File: src/design/ngga_pkg.sv
// shared constants, types and helpers for the gga position parser
package ngga_pkg;

    localparam int SCAN_WINDOW     = 80;
    localparam int FIELDS_NEEDED   = 12;
    localparam int MAX_TEXT_LENGTH = 2048;

    localparam int HDR_LEN  = 5;
    localparam int HDR_W    = $clog2(HDR_LEN + 1);
    localparam int SP_W     = $clog2(SCAN_WINDOW + 2);
    localparam int FC_W     = $clog2(FIELDS_NEEDED + 1);
    localparam int BC_W     = $clog2(MAX_TEXT_LENGTH + 1);
    localparam int NUM_CAPT = 5;

    // captured field slots and the field numbers that land in them
    localparam int SLOT_LAT      = 0;
    localparam int SLOT_LAT_HEMI = 1;
    localparam int SLOT_LON      = 2;
    localparam int SLOT_LON_HEMI = 3;
    localparam int SLOT_ALT      = 4;
    localparam int FIELD_FIRST   = 1;
    localparam int FIELD_LAST_LL = 4;
    localparam int FIELD_ALT     = 8;

    localparam int IN_DATA_W  = 8;
    localparam int OUT_DATA_W = 168;
    localparam int FRAC_W     = 17;
    localparam int MIN_W      = 7;
    localparam int DEG_W      = 9;
    localparam int QUO_W      = 16;

    // splitting constants: value / DIV_FRAC estimated by a reciprocal and corrected once
    localparam int               DIV_FRAC   = 100000;
    localparam int               DIV_MIN    = 100;
    localparam logic [QUO_W-1:0] RECIP_FRAC = QUO_W'((64'd1 << 32) / DIV_FRAC);
    localparam logic [9:0]       RECIP_MIN  = 10'((64'd1 << QUO_W) / DIV_MIN);
    localparam int               SPLIT_STAGES = 5;

    typedef logic [7:0]                  t_char;
    typedef logic [31:0]                 t_word;
    typedef logic [HDR_LEN-1:0][7:0]     t_hdr;
    typedef logic [NUM_CAPT-1:0][31:0]   t_fields;

    localparam t_char CH_DOT   = 8'h2E;
    localparam t_char CH_COMMA = 8'h2C;
    localparam t_char CH_0     = 8'h30;
    localparam t_char CH_9     = 8'h39;
    localparam t_char CH_UP_N  = 8'h4E;
    localparam t_char CH_UP_W  = 8'h57;
    localparam t_char CH_LO_N  = 8'h6E;
    localparam t_char CH_LO_W  = 8'h77;
    localparam t_char CH_UP_S  = 8'h53;
    localparam t_char CH_UP_E  = 8'h45;
    localparam t_char CH_UP_M  = 8'h4D;
    localparam t_char CH_LO_S  = 8'h73;
    localparam t_char CH_LO_E  = 8'h65;
    localparam t_char CH_LO_M  = 8'h6D;

    // element 0 is the first character of the header
    localparam t_hdr HDR_GPGGA = {8'h41, 8'h47, 8'h47, 8'h50, 8'h47};
    localparam t_hdr HDR_GNGGA = {8'h41, 8'h47, 8'h47, 8'h4E, 8'h47};
    localparam logic [HDR_LEN-1:0][HDR_W-1:0] HDR_FAIL = {
        HDR_W'(1), HDR_W'(1), HDR_W'(0), HDR_W'(0), HDR_W'(0)
    };

    typedef struct packed {
        logic            found;
        logic [FC_W-1:0] fcount;
        t_fields         fields;
    } t_ctx_view;

    typedef struct packed {
        logic  fix;
        t_word lat;
        t_word lat_hemi;
        t_word lon;
        t_word lon_hemi;
        t_word alt;
    } t_rec;

    typedef struct packed {
        logic  fix;
        t_word lat_hemi;
        t_word lon_hemi;
        t_word alt;
    } t_pass;

    // substring matcher step with fallback on partial matches
    function automatic logic [HDR_W-1:0] hdr_advance(logic [HDR_W-1:0] j_in, t_char b,
                                                     t_hdr pat);
        logic [HDR_W-1:0] j;
        j = j_in;
        for (int i = 0; i < HDR_LEN; i++) begin
            if (j != '0 && b != pat[j]) begin
                j = HDR_FAIL[j];
            end
        end
        if (b == pat[j]) begin
            j = j + HDR_W'(1);
        end
        return j;
    endfunction

endpackage

File: src/design/ngga_ctx.sv
// one header context: header search, then field scan over the window
module ngga_ctx (
    input  logic               i_clk,
    input  logic               i_rst_n,
    input  ngga_pkg::t_hdr     i_pattern,
    input  logic               i_step,
    input  logic               i_clear,
    input  ngga_pkg::t_char    i_byte,
    output ngga_pkg::t_ctx_view o_view
);
    import ngga_pkg::*;

    logic [HDR_W-1:0] r_idx, n_idx, u_idx;
    logic             r_found, n_found, u_found;
    logic [SP_W-1:0]  r_sp, n_sp, u_sp;
    logic             r_skip, n_skip, u_skip;
    logic [FC_W-1:0]  r_fc, n_fc, u_fc;
    t_word            r_acc, n_acc, u_acc;
    t_fields          r_fields, n_fields;
    logic [HDR_W-1:0] w_match;
    logic             w_store;
    t_word            w_store_val;

    assign w_match = hdr_advance(r_idx, i_byte, i_pattern);

    always_comb begin
        u_idx       = r_idx;
        u_found     = r_found;
        u_sp        = r_sp;
        u_skip      = r_skip;
        u_fc        = r_fc;
        u_acc       = r_acc;
        n_fields    = r_fields;
        w_store     = 1'b0;
        w_store_val = '0;
        if (i_step) begin
            if (!r_found) begin
                if (w_match == HDR_W'(HDR_LEN)) begin
                    u_found = 1'b1;
                    u_idx   = '0;
                    u_sp    = '0;
                    u_skip  = 1'b1;
                    u_fc    = '0;
                    u_acc   = '0;
                end else begin
                    u_idx = w_match;
                end
            end else if (r_skip) begin
                u_skip = 1'b0;
            end else if (r_fc < FC_W'(FIELDS_NEEDED) && r_sp < SP_W'(SCAN_WINDOW)) begin
                u_sp = r_sp + SP_W'(1);
                if (i_byte == CH_DOT) begin
                    u_acc = r_acc;
                end else if (i_byte >= CH_0 && i_byte <= CH_9) begin
                    u_acc = {r_acc[28:0], 3'b000} + {r_acc[30:0], 1'b0}
                          + {28'd0, i_byte[3:0]};
                end else if (i_byte == CH_UP_S || i_byte == CH_UP_E || i_byte == CH_LO_S
                          || i_byte == CH_LO_E || i_byte == CH_UP_M || i_byte == CH_LO_M) begin
                    w_store     = 1'b1;
                    w_store_val = '0;
                    u_sp        = r_sp + SP_W'(2);
                    u_skip      = 1'b1;
                end else if (i_byte == CH_UP_N || i_byte == CH_UP_W || i_byte == CH_LO_N
                          || i_byte == CH_LO_W) begin
                    w_store     = 1'b1;
                    w_store_val = 32'd1;
                    u_sp        = r_sp + SP_W'(2);
                    u_skip      = 1'b1;
                end else if (i_byte == CH_COMMA) begin
                    w_store     = 1'b1;
                    w_store_val = r_acc;
                    u_acc       = '0;
                end else begin
                    u_acc = '0;
                end
            end
        end
        if (w_store) begin
            if (r_fc >= FC_W'(FIELD_FIRST) && r_fc <= FC_W'(FIELD_LAST_LL)) begin
                n_fields[3'(r_fc - FC_W'(FIELD_FIRST))] = w_store_val;
            end else if (r_fc == FC_W'(FIELD_ALT)) begin
                n_fields[SLOT_ALT] = w_store_val;
            end
            u_fc = r_fc + FC_W'(1);
        end

        // the result looks at the state after this beat
        o_view.found  = u_found;
        o_view.fcount = u_fc;
        o_view.fields = n_fields;

        if (i_clear) begin
            n_idx   = '0;
            n_found = 1'b0;
            n_sp    = '0;
            n_skip  = 1'b1;
            n_fc    = '0;
            n_acc   = '0;
        end else begin
            n_idx   = u_idx;
            n_found = u_found;
            n_sp    = u_sp;
            n_skip  = u_skip;
            n_fc    = u_fc;
            n_acc   = u_acc;
        end
    end

    always_ff @(posedge i_clk) begin
        if (!i_rst_n) begin
            r_idx   <= '0;
            r_found <= 1'b0;
            r_sp    <= '0;
            r_skip  <= 1'b1;
            r_fc    <= '0;
            r_acc   <= '0;
        end else begin
            r_idx   <= n_idx;
            r_found <= n_found;
            r_sp    <= n_sp;
            r_skip  <= n_skip;
            r_fc    <= n_fc;
            r_acc   <= n_acc;
        end
    end

    always_ff @(posedge i_clk) begin
        r_fields <= n_fields;
    end

endmodule

File: src/design/ngga_split.sv
// five-stage split of a coordinate into degrees, minutes and fraction
module ngga_split (
    input  logic                          i_clk,
    input  logic                          i_en,
    input  ngga_pkg::t_word               i_value,
    output logic [ngga_pkg::FRAC_W-1:0]   o_fraction,
    output logic [ngga_pkg::MIN_W-1:0]    o_minutes,
    output logic [ngga_pkg::DEG_W-1:0]    o_degrees
);
    import ngga_pkg::*;

    logic [47:0]       r1_prod;
    t_word             r1_val;
    logic [32:0]       r2_back;
    logic [QUO_W-1:0]  r2_q;
    t_word             r2_val;
    logic [QUO_W-1:0]  r3_q, n3_q;
    logic [FRAC_W-1:0] r3_frac, n3_frac;
    logic [25:0]       r4_prod;
    logic [QUO_W-1:0]  r4_q;
    logic [FRAC_W-1:0] r4_frac;
    logic [DEG_W-1:0]  n5_deg;
    logic [MIN_W-1:0]  n5_min;
    logic [32:0]       w_rem;
    logic [9:0]        w_dest;
    logic [QUO_W-1:0]  w_mrem;

    // estimate is low by at most one, so one compare and subtract corrects it
    always_comb begin
        w_rem = {1'b0, r2_val} - r2_back;
        if (w_rem >= 33'(DIV_FRAC)) begin
            n3_q    = r2_q + QUO_W'(1);
            n3_frac = FRAC_W'(w_rem - 33'(DIV_FRAC));
        end else begin
            n3_q    = r2_q;
            n3_frac = FRAC_W'(w_rem);
        end

        w_dest = r4_prod[25:16];
        w_mrem = r4_q - (QUO_W'(w_dest) * QUO_W'(DIV_MIN));
        if (w_mrem >= QUO_W'(DIV_MIN)) begin
            n5_deg = DEG_W'(w_dest + 10'd1);
            n5_min = MIN_W'(w_mrem - QUO_W'(DIV_MIN));
        end else begin
            n5_deg = DEG_W'(w_dest);
            n5_min = MIN_W'(w_mrem);
        end
    end

    always_ff @(posedge i_clk) begin
        if (i_en) begin
            r1_prod    <= 48'(i_value) * 48'(RECIP_FRAC);
            r1_val     <= i_value;
            r2_q       <= r1_prod[47:32];
            r2_back    <= 33'(r1_prod[47:32]) * 33'(DIV_FRAC);
            r2_val     <= r1_val;
            r3_q       <= n3_q;
            r3_frac    <= n3_frac;
            r4_prod    <= 26'(r3_q) * 26'(RECIP_MIN);
            r4_q       <= r3_q;
            r4_frac    <= r3_frac;
            o_fraction <= r4_frac;
            o_minutes  <= n5_min;
            o_degrees  <= n5_deg;
        end
    end

endmodule

File: src/design/nmea_gga_position_parser_top.sv
// gga position parser top level: input register, two contexts, split pipeline
//
//  channel  | dir | handshake                    | contents
//  ---------+-----+------------------------------+--------------------------------
//  s        | in  | i_s_tvalid / o_s_tready      | text byte, tlast on last byte
//  m        | out | o_m_tvalid / i_m_tready      | one position result per text
//
// one byte is taken every cycle; the last byte of a text needs the result slot free
// a result passes from its last byte through the input register, the context update into
// the result slot, then five stages of the coordinate split
// the split pipeline advances as one whenever the output is empty or being taken
// reset is synchronous, active low, and returns both contexts to header search
module nmea_gga_position_parser_top (
    input  logic                              i_clk,
    input  logic                              i_rst_n,
    input  logic                              i_s_tvalid,
    output logic                              o_s_tready,
    input  logic [ngga_pkg::IN_DATA_W-1:0]    i_s_tdata,  // text_byte
    input  logic                              i_s_tlast,  // end_of_text
    output logic                              o_m_tvalid,
    input  logic                              i_m_tready,
    // lat_fraction, lat_minutes, lat_degrees, lat_hemisphere, lon_fraction,
    // lon_minutes, lon_degrees, lon_hemisphere, altitude_digits, zero fill
    output logic [ngga_pkg::OUT_DATA_W-1:0]   o_m_tdata,
    output logic                              o_m_tuser   // fix_found
);
    import ngga_pkg::*;

    logic                    r_in_valid;
    t_char                   r_in_byte;
    logic                    r_in_last;
    logic [BC_W-1:0]         r_bcnt;
    logic                    r_rec_valid;
    t_rec                    r_rec, n_rec;
    logic [SPLIT_STAGES-1:0] r_vld;
    t_pass                   r_pass [SPLIT_STAGES];

    logic      w_en;
    logic      w_rec_free;
    logic      w_take;
    logic      w_step;
    logic      w_clear;
    t_ctx_view w_gp, w_gn, w_sel;
    logic [FRAC_W-1:0] w_lat_frac, w_lon_frac;
    logic [MIN_W-1:0]  w_lat_min, w_lon_min;
    logic [DEG_W-1:0]  w_lat_deg, w_lon_deg;

    assign w_en       = !r_vld[SPLIT_STAGES-1] || i_m_tready;
    assign w_rec_free = !r_rec_valid || w_en;
    assign w_take     = r_in_valid && (!r_in_last || w_rec_free);
    assign o_s_tready = !r_in_valid || w_take;
    assign w_step     = w_take && (r_bcnt < BC_W'(MAX_TEXT_LENGTH));
    assign w_clear    = w_take && r_in_last;

    ngga_ctx u_ctx_gp (
        .i_clk     (i_clk),
        .i_rst_n   (i_rst_n),
        .i_pattern (HDR_GPGGA),
        .i_step    (w_step),
        .i_clear   (w_clear),
        .i_byte    (r_in_byte),
        .o_view    (w_gp)
    );

    ngga_ctx u_ctx_gn (
        .i_clk     (i_clk),
        .i_rst_n   (i_rst_n),
        .i_pattern (HDR_GNGGA),
        .i_step    (w_step),
        .i_clear   (w_clear),
        .i_byte    (r_in_byte),
        .o_view    (w_gn)
    );

    // gpgga wins whenever its header turned up
    always_comb begin
        w_sel     = w_gp.found ? w_gp : w_gn;
        n_rec.fix = w_sel.found && (w_sel.fcount == FC_W'(FIELDS_NEEDED));
        if (n_rec.fix) begin
            n_rec.lat      = w_sel.fields[SLOT_LAT];
            n_rec.lat_hemi = w_sel.fields[SLOT_LAT_HEMI];
            n_rec.lon      = w_sel.fields[SLOT_LON];
            n_rec.lon_hemi = w_sel.fields[SLOT_LON_HEMI];
            n_rec.alt      = w_sel.fields[SLOT_ALT];
        end else begin
            n_rec.lat      = '0;
            n_rec.lat_hemi = '0;
            n_rec.lon      = '0;
            n_rec.lon_hemi = '0;
            n_rec.alt      = '0;
        end
    end

    always_ff @(posedge i_clk) begin
        if (!i_rst_n) begin
            r_in_valid  <= 1'b0;
            r_bcnt      <= '0;
            r_rec_valid <= 1'b0;
            r_vld       <= '0;
        end else begin
            if (o_s_tready) begin
                r_in_valid <= i_s_tvalid;
            end
            if (w_clear) begin
                r_bcnt <= '0;
            end else if (w_step) begin
                r_bcnt <= r_bcnt + BC_W'(1);
            end
            if (w_clear) begin
                r_rec_valid <= 1'b1;
            end else if (w_en) begin
                r_rec_valid <= 1'b0;
            end
            if (w_en) begin
                r_vld <= {r_vld[SPLIT_STAGES-2:0], r_rec_valid};
            end
        end
    end

    always_ff @(posedge i_clk) begin
        if (o_s_tready) begin
            r_in_byte <= i_s_tdata;
            r_in_last <= i_s_tlast;
        end
        if (w_clear) begin
            r_rec <= n_rec;
        end
        if (w_en) begin
            r_pass[0] <= '{fix: r_rec.fix, lat_hemi: r_rec.lat_hemi,
                           lon_hemi: r_rec.lon_hemi, alt: r_rec.alt};
            for (int i = 1; i < SPLIT_STAGES; i++) begin
                r_pass[i] <= r_pass[i-1];
            end
        end
    end

    ngga_split u_split_lat (
        .i_clk      (i_clk),
        .i_en       (w_en),
        .i_value    (r_rec.lat),
        .o_fraction (w_lat_frac),
        .o_minutes  (w_lat_min),
        .o_degrees  (w_lat_deg)
    );

    ngga_split u_split_lon (
        .i_clk      (i_clk),
        .i_en       (w_en),
        .i_value    (r_rec.lon),
        .o_fraction (w_lon_frac),
        .o_minutes  (w_lon_min),
        .o_degrees  (w_lon_deg)
    );

    assign o_m_tvalid = r_vld[SPLIT_STAGES-1];
    assign o_m_tuser  = r_pass[SPLIT_STAGES-1].fix;
    assign o_m_tdata  = {6'd0,
                         r_pass[SPLIT_STAGES-1].alt,
                         r_pass[SPLIT_STAGES-1].lon_hemi,
                         w_lon_deg, w_lon_min, w_lon_frac,
                         r_pass[SPLIT_STAGES-1].lat_hemi,
                         w_lat_deg, w_lat_min, w_lat_frac};

    // only a last byte waiting for the result slot may hold off the input
    a_stall_only_on_last: assert property (@(posedge i_clk) disable iff (!i_rst_n)
        !o_s_tready |-> (r_in_valid && r_in_last && r_rec_valid))
        else $error("input stalled without a pending last beat");

    // a finished record enters the split pipeline when it advances
    a_rec_enters_split: assert property (@(posedge i_clk) disable iff (!i_rst_n)
        (r_rec_valid && w_en) |=> r_vld[0])
        else $error("record lost on its way into the split pipeline");

    // a result without a fix carries only zeros
    a_no_fix_zero: assert property (@(posedge i_clk) disable iff (!i_rst_n)
        (o_m_tvalid && !o_m_tuser) |-> (o_m_tdata == '0))
        else $error("no-fix result with non-zero data");

endmodule
File: config.mk
export PLATFORM = sky130hd
export DESIGN_NAME = nmea_gga_position_parser_top
export DESIGN_NICKNAME = d
export VERILOG_FILES = /design/src/design/ngga_pkg.sv /design/src/design/ngga_ctx.sv /design/src/design/ngga_split.sv /design/src/design/nmea_gga_position_parser_top.sv
export SDC_FILE = /design/constraint.sdc
export NUM_CORES = 2
export LEC_CHECK = 0
export BUFFER_PORTS_ARGS = -buffer_cell sky130_fd_sc_hd__buf_2
export CAP_MARGIN = 10
export CELL_PAD_IN_SITES_DETAIL_PLACEMENT = 1
export CELL_PAD_IN_SITES_GLOBAL_PLACEMENT = 2
export CORE_ASPECT_RATIO = 1.4
export CORE_MARGIN = 2
export CORE_UTILIZATION = 45
export DETAILED_ROUTE_END_ITERATION = 12
export GPL_TIMING_DRIVEN = 0
export PLACE_DENSITY_LB_ADDON = 0.1
export RECOVER_POWER = 25
export SETUP_SLACK_MARGIN = 0.15
export SYNTH_ARGS = -nofsm -noshare
export SYNTH_HDL_FRONTEND = slang
export SYNTH_SLANG_ARGS = --single-unit
File: constraint.sdc
create_clock -name i_clk -period 25 [get_ports i_clk]
set_clock_uncertainty 0.15 [all_clocks]
set_input_delay 2.5 -clock i_clk [delete_from_list [all_inputs] [get_ports i_clk]]
set_output_delay 2.5 -clock i_clk [all_outputs]
set_load 0.02 [all_outputs]
-- Word level (Yosys, flattened, before mapping)
Memories as Yosys holds them, arrays and structs flattened. A register that Yosys moved wholly into a read port is not among the register bits.
Cells that the tools add are included.
- register bits: 1167
- memory bits (writable): 485
- memory bits (read-only): 1008
- bits of input ports: 13
- output and inout bits: 171
- word-level logic and storage cells: 408
- memories: 23
- memory list (memory ; depth ; bits a word ; read ports ; clocked after Yosys merged registers in ; write ports ; line ; text):
    r_pass ; 5 ; 97 ; 5 ; 0 ; 5 ; nmea_gga_position_parser_top.sv:36 ; t_pass r_pass [SPLIT_STAGES];
    (no name shown) ; 8 ; 8 ; 1 ; 0 ; 0 ; ngga_pkg.sv:94 ; if (j != '0 && b != pat[j]) begin
    (no name shown) ; 8 ; 8 ; 1 ; 0 ; 0 ; ngga_pkg.sv:98 ; if (b == pat[j]) begin
    (no name shown) ; 8 ; 8 ; 1 ; 0 ; 0 ; ngga_pkg.sv:94 ;
    (no name shown) ; 8 ; 8 ; 1 ; 1 ; 0 ; ngga_pkg.sv:94 ;
    (no name shown) ; 8 ; 8 ; 1 ; 1 ; 0 ; ngga_pkg.sv:94 ;
    17 more memories ; n/a ; n/a ; n/a ; n/a ; n/a ; n/a ;
- $add $sub $neg: 27
- multiply operators: 8
- order comparisons: 31
- equal/unequal tests: 39
- mux-type cells: 158
- bitwise gates (word level): 3
- reduce and logical (&&, ||, !) cells: 59
- operator list (operator ; count):
    two-way mux 32 bit ; 38
    bitwise mux 160 bit ; 2
    two-way mux 160 bit ; 2
    two-way mux 128 bit ; 2
    demux 32 bit (select 3 bit) ; 2
    two-way mux 165 bit ; 1
    two-way mux 7 bit ; 18
    multiplier 32 x 16 -> 48 bit, second input constant ; 2
    two-way mux 3 bit ; 32
    two-way mux 8 bit ; 12
    == test 8 x 7 -> 1 bit, second input constant ; 10
    != test 8 bit ; 10
    greater-or-equal comparator 33 x 17 -> 1 bit, second input constant ; 2
    subtractor 32 x 33 -> 33 bit ; 2
    adder 32 bit ; 2
    adder 32 x 4 -> 32 bit ; 2
    < comparator 3 x 4 -> 1 bit, second input constant ; 14
    multiplier 16 x 12 -> 28 bit, second input constant ; 2
    multiplier 16 x 10 -> 26 bit, second input constant ; 2
    two-way mux 1 bit ; 35
    two-way mux 17 bit ; 2
    subtractor 17 bit, second input constant ; 2
    adder 16 x 1 -> 16 bit, second input constant ; 2
    greater-or-equal comparator 16 x 7 -> 1 bit, second input constant ; 2
    other kinds (38) ; 125

-- Logic depth before layout (Yosys ltp)
- word-level depth: 37
- gate-level depth with buffers: 24
- mapped depth without buffers: 24

-- Modules after synthesis
A second synthesis with hierarchy kept.
- cells, all modules: 8020
- area total of the unflattened synthesis: 94180.3 sq um
- by module, submodules not included (module ; times used ; cells an instance ; area each (sq um) ; sequential area each (sq um)):
    ngga_split at u_split_lat ; 1 ; 2241 ; 25450.7 ; 6936.7
    ngga_split at u_split_lon ; 1 ; 2228 ; 25271.7 ; 6936.7
    nmea_gga_position_parser_top ; 1 ; 1217 ; 23665.2 ; 20049.2
    ngga_ctx at u_ctx_gp ; 1 ; 1187 ; 9974.6 ; 4184.0
    ngga_ctx at u_ctx_gn ; 1 ; 1147 ; 9818.2 ; 4184.0

-- Least setup slack after synthesis
Ideal clock, no wire load.
- path type: input to register
- start: input i_m_tready
- end: memory r_pass[0][0] (netlist bit) (enable)
- setup time: 1.285 ns
- arrival: 20.963 ns
- required time: 23.565 ns
- path slack: 2.602 ns
- stages: 3
- buffers on the path: 1
- path through: nor2b_1 -> clkbuf_1 -> inv_1
- RTL lines (item ; line ; text):
    from (decl) ; nmea_gga_position_parser_top.sv:21 ; input logic i_m_tready,
    to (decl) ; nmea_gga_position_parser_top.sv:36 ;

-- Worst setup path in the final report
- start: register r_rec[135] (netlist bit)
- end: register u_split_lat.r1_prod[47], data pin
- cells in the longest elaborated chain, start to end: 1
- RTL lines (item ; line ; text):
    from (decl) ; nmea_gga_position_parser_top.sv:34 ; t_rec r_rec, n_rec;
    from (signal assigned) ; nmea_gga_position_parser_top.sv:126 ; r_rec <= n_rec;
    multiplier 32 x 16 -> 48 bit ; ngga_split.sv:52 ; r1_prod <= 48'(i_value) * 48'(RECIP_FRAC);
    to (signal assigned) ; ngga_split.sv:52 ;
    to (decl) ; ngga_split.sv:12 ; logic [47:0] r1_prod;
Every way passes these cells.
A chain may end at the register's enable or synchronous reset.

==> flow_metrics.env <==
export IMPL_status="completed"
export IMPL_cts_resized=0
export IMPL_synth_avg_cell_area_um2=11.9
export IMPL_stdcell_area_mm2=0.102
export IMPL_hold_class="flip-flop to flip-flop"
export IMPL_grtUsageTotal_pct=22.5
export IMPL_synth_top_area_cell="edfxtp_1"
export IMPL_synth_seq_cells=1560
export IMPL_yosysUniqueCellTypes=85
export IMPL_finalNetCount=9822
export IMPL_dp_slack_ns=16.83
export IMPL_core_area_mm2=0.203
export IMPL_wl_met1_mm=91.1
export IMPL_area_delta_synth_final_pct=11.1
export IMPL_rows=196
export IMPL_wl_met2_mm=124
export IMPL_async_reset_ff_share_pct=0
export IMPL_die_w_um=386
export IMPL_stdcell_count=10907
export IMPL_antenna_found_initial=5
export IMPL_worstSkewPairLatency_ns=0.84
export IMPL_drt_first_pass_iters=5
export IMPL_start_util_pct=45.1
export IMPL_critical_path_class="flip-flop to flip-flop"
export IMPL_synth_top_area_share_pct=36.6
export IMPL_highest_layer="met4"
export IMPL_first_global_vias=62945
export IMPL_setup_viol=0
export IMPL_postSynthCellCount=7732
export IMPL_ys_warn_count=0
export IMPL_cts_max_level=4
export IMPL_cts_sinks=1560
export IMPL_post_route_period_util_pct=30.4
export IMPL_post_cts_setup_buffers=0
export IMPL_dp_cells=10601
export IMPL_cts_buffers=169
export IMPL_wl_met3_mm=5.59
export IMPL_ys_top_cells_by_area="edfxtp_1, ha_1, fa_1"
export IMPL_drc=0
export IMPL_drt_iter0_markers=2248
export IMPL_crit_required_ns=25.40
export IMPL_crit_arrival_ns=8.00
export IMPL_synth_seq_area_share_pct=46.2
export IMPL_drv_cap=0
export IMPL_fmax_mhz=132
export IMPL_hold_buffers=0
export IMPL_routed_via_density=5.25
export IMPL_cts_tree="yes"
export IMPL_die_y_um=538
export IMPL_gp_congestion=0.863
export IMPL_layout_setup_ws_ns=17.40
export IMPL_synth_edf_count=1117
export IMPL_hold_violations=0
export IMPL_cp_max_fo=10
export IMPL_grt_pass1_wl_mm=360
export IMPL_rsz0062_at_grt="no"
export IMPL_synth_cell_area_mm2=0.0918
export IMPL_dominantRegCellSynth="edfxtp_1"
export IMPL_clockBufferDepth=4
export IMPL_gr_total_overflow=0
export IMPL_root_buffer="clkbuf_16"
export IMPL_grt_max_degree=136
export IMPL_critPathCaptureType="flip-flop"
export IMPL_dieArea_mm2=0.208
export IMPL_drive_gt1_share_pct=7.44
export IMPL_route_vias_total=57232
export IMPL_cp_start_kind="flip-flop"
export IMPL_ioPinCount=184
export IMPL_worstMarginPinSlew_ns=1.24
export IMPL_ant_nets=0
export IMPL_slew_headroom_pct=16.8
export IMPL_period_needed_ns=7.60
export IMPL_routed_wl_mm=230
export IMPL_io_buffers=177
export IMPL_dpl_cell_area_mm2=0.0964
export IMPL_hpwl_mm=178
export IMPL_maxSlewViolCount=0
export IMPL_wl_per_cell_um=21.1
export IMPL_clkTransAtPathRegs_ns=0.07
export IMPL_nFillCells=21213
## stage by stage
stage	hold slack (ns)	TNS [ns]	util [%]
3_3_place_gp	0.251	-4425.79	47.2
5_1_grt	0.238	0	50.1
6_report	0.238	0	50.1
3_5_place_dp	0.255	0	47.4
2_1_floorplan	0.250	0	-
4_1_cts	0.235	0	50.1
## cell usage after synthesis (all sizes together) (11+ instances only)
master,count
a211oi,33
a21boi,16
a21o,63
a21oi,245
a22oi,11
a311oi,36
a31oi,34
and2,17
and3,38
and4,11
buf,134
clkbuf,144
dfxtp,443
edfxtp,1117
fa,592
ha,1117
inv,1100
mux2i,150
nand2,557
nand2b,45
nand3,119
nand3b,11
nand4,64
nor2,439
nor2b,52
nor3,103
nor3b,12
nor4,15
o2111ai,13
o211ai,23
o21a,61
o21ai,420
o21bai,19
o22ai,14
or3,20
xnor2,190
xor2,99
## layout make-up
class / instances / area [um^2] / share of cell area [%]
multi-input cells: 4799 / 43800 / 43.0
plain buffers: 278 / 1470 / 1.44
repair buffers: 192 / 1240 / 1.22
flip-flops and latches: 1560 / 42400 / 41.6
well taps: 2673 / 3340 / 3.28
inverters: 1100 / 4140 / 4.06
clock buffers: 202 / 4420 / 4.34
diodes: 4 / 10.0 / 0.00982
clock inverters: 99 / 1080 / 1.06
## cell usage in the layout, fill, tap and decap left out, types with 27 or more instances in the layout
cell type  count
o21a_1        61
clkbuf_16    169
edfxtp_1    1117
xor2_1        99
nor2b_1       52
a31oi_1       34
nand2_1      557
a311oi_1      35
dfxtp_1      443
o21ai_0      417
fa_1         592
buf_2        199
mux2i_1      150
a21oi_1      244
clkbuf_1     170
ha_1        1117
nand3_1      119
nor2_1       439
nand2b_1      45
buf_4        105
a21o_1        63
clkinv_1      27
nor3_1       102
inv_1       1097
a211oi_1      30
and3_1        38
xnor2_1      190
nand4_1       64
## critical path, cell delays in order, from the launching register on
cell,delay [ns]
edfxtp_1,0.78
fa_1,0.54
ha_1,0.29
inv_1,0.05
fa_1,0.52
inv_1,0.05
fa_1,0.49
inv_1,0.06
fa_1,0.48
inv_1,0.05
fa_1,0.45
ha_1,0.31
and3_1,0.20
and3_1,0.16
o311ai_0,0.16
a311o_1,0.41
a211oi_1,0.40
o21ai_0,0.33
o31ai_1,0.58
a221o_1,0.32
nor3_1,0.06
a21oi_1,0.19
a21oi_1,0.12
xnor2_1,0.14
## state kept, by name (all words and copies together) (netlist names), 32 cells and up, named ones only
register            flops
r_pass                485
r_rec                 161
u_ctx_gn.r_acc         32
u_ctx_gn.r_fields     160
u_ctx_gp.r_acc         32
u_ctx_gp.r_fields     160
u_split_lat.r1_val     32
u_split_lat.r2_val     32
u_split_lon.r1_val     32
u_split_lon.r2_val     32
## per-layer routing
metal / track usage (%) / vias to the layer above
met4: 8.82 / 0
met3: 2.16 / 368
met1: 25.9 / 28858
li1: - / 27300
met5: 0 / -
met2: 42.4 / 706
## path summary, 6_finish.rpt
kind / depth (start not counted) / slack [ns] / to / start
worst max-delay path: 23 / 17.40 / u_split_lat.r1_prod[47] / r_rec[135]
worst min-delay path: 0 / 0.24 / u_split_lon.r2_val[15] / u_split_lon.r1_val[15]
worst max register to register: 23 / 17.40 / u_split_lat.r1_prod[47] / r_rec[135]
worst min register to register: 0 / 0.24 / u_split_lon.r2_val[15] / u_split_lon.r1_val[15]
## cell families (layout without fill, tap and decap cells)
| kind of cell | Yosys count | after routing | share of synthesized area (%) |
|---|---|---|---|
| AO/OA/AOI/OAI | 1092 | 1092 | 7.37 |
| multiplexers | 158 | 158 | 1.73 |
| buffers and inverters | 1378 | 1871 | 6.10 |
| flip-flops | 1560 | 1560 | 46.2 |
| adder cells (fa/ha/maj) | 1709 | 1709 | 28.1 |
| other | 1 | 10 | 0.00409 |
| XOR/XNOR | 289 | 289 | 2.76 |
| AND/OR/NAND/NOR | 1545 | 1545 | 7.68 |
Power is left out: the tool's default activity adds up to more than one toggle a clock period on the data nets, which glitch-free logic cannot reach.
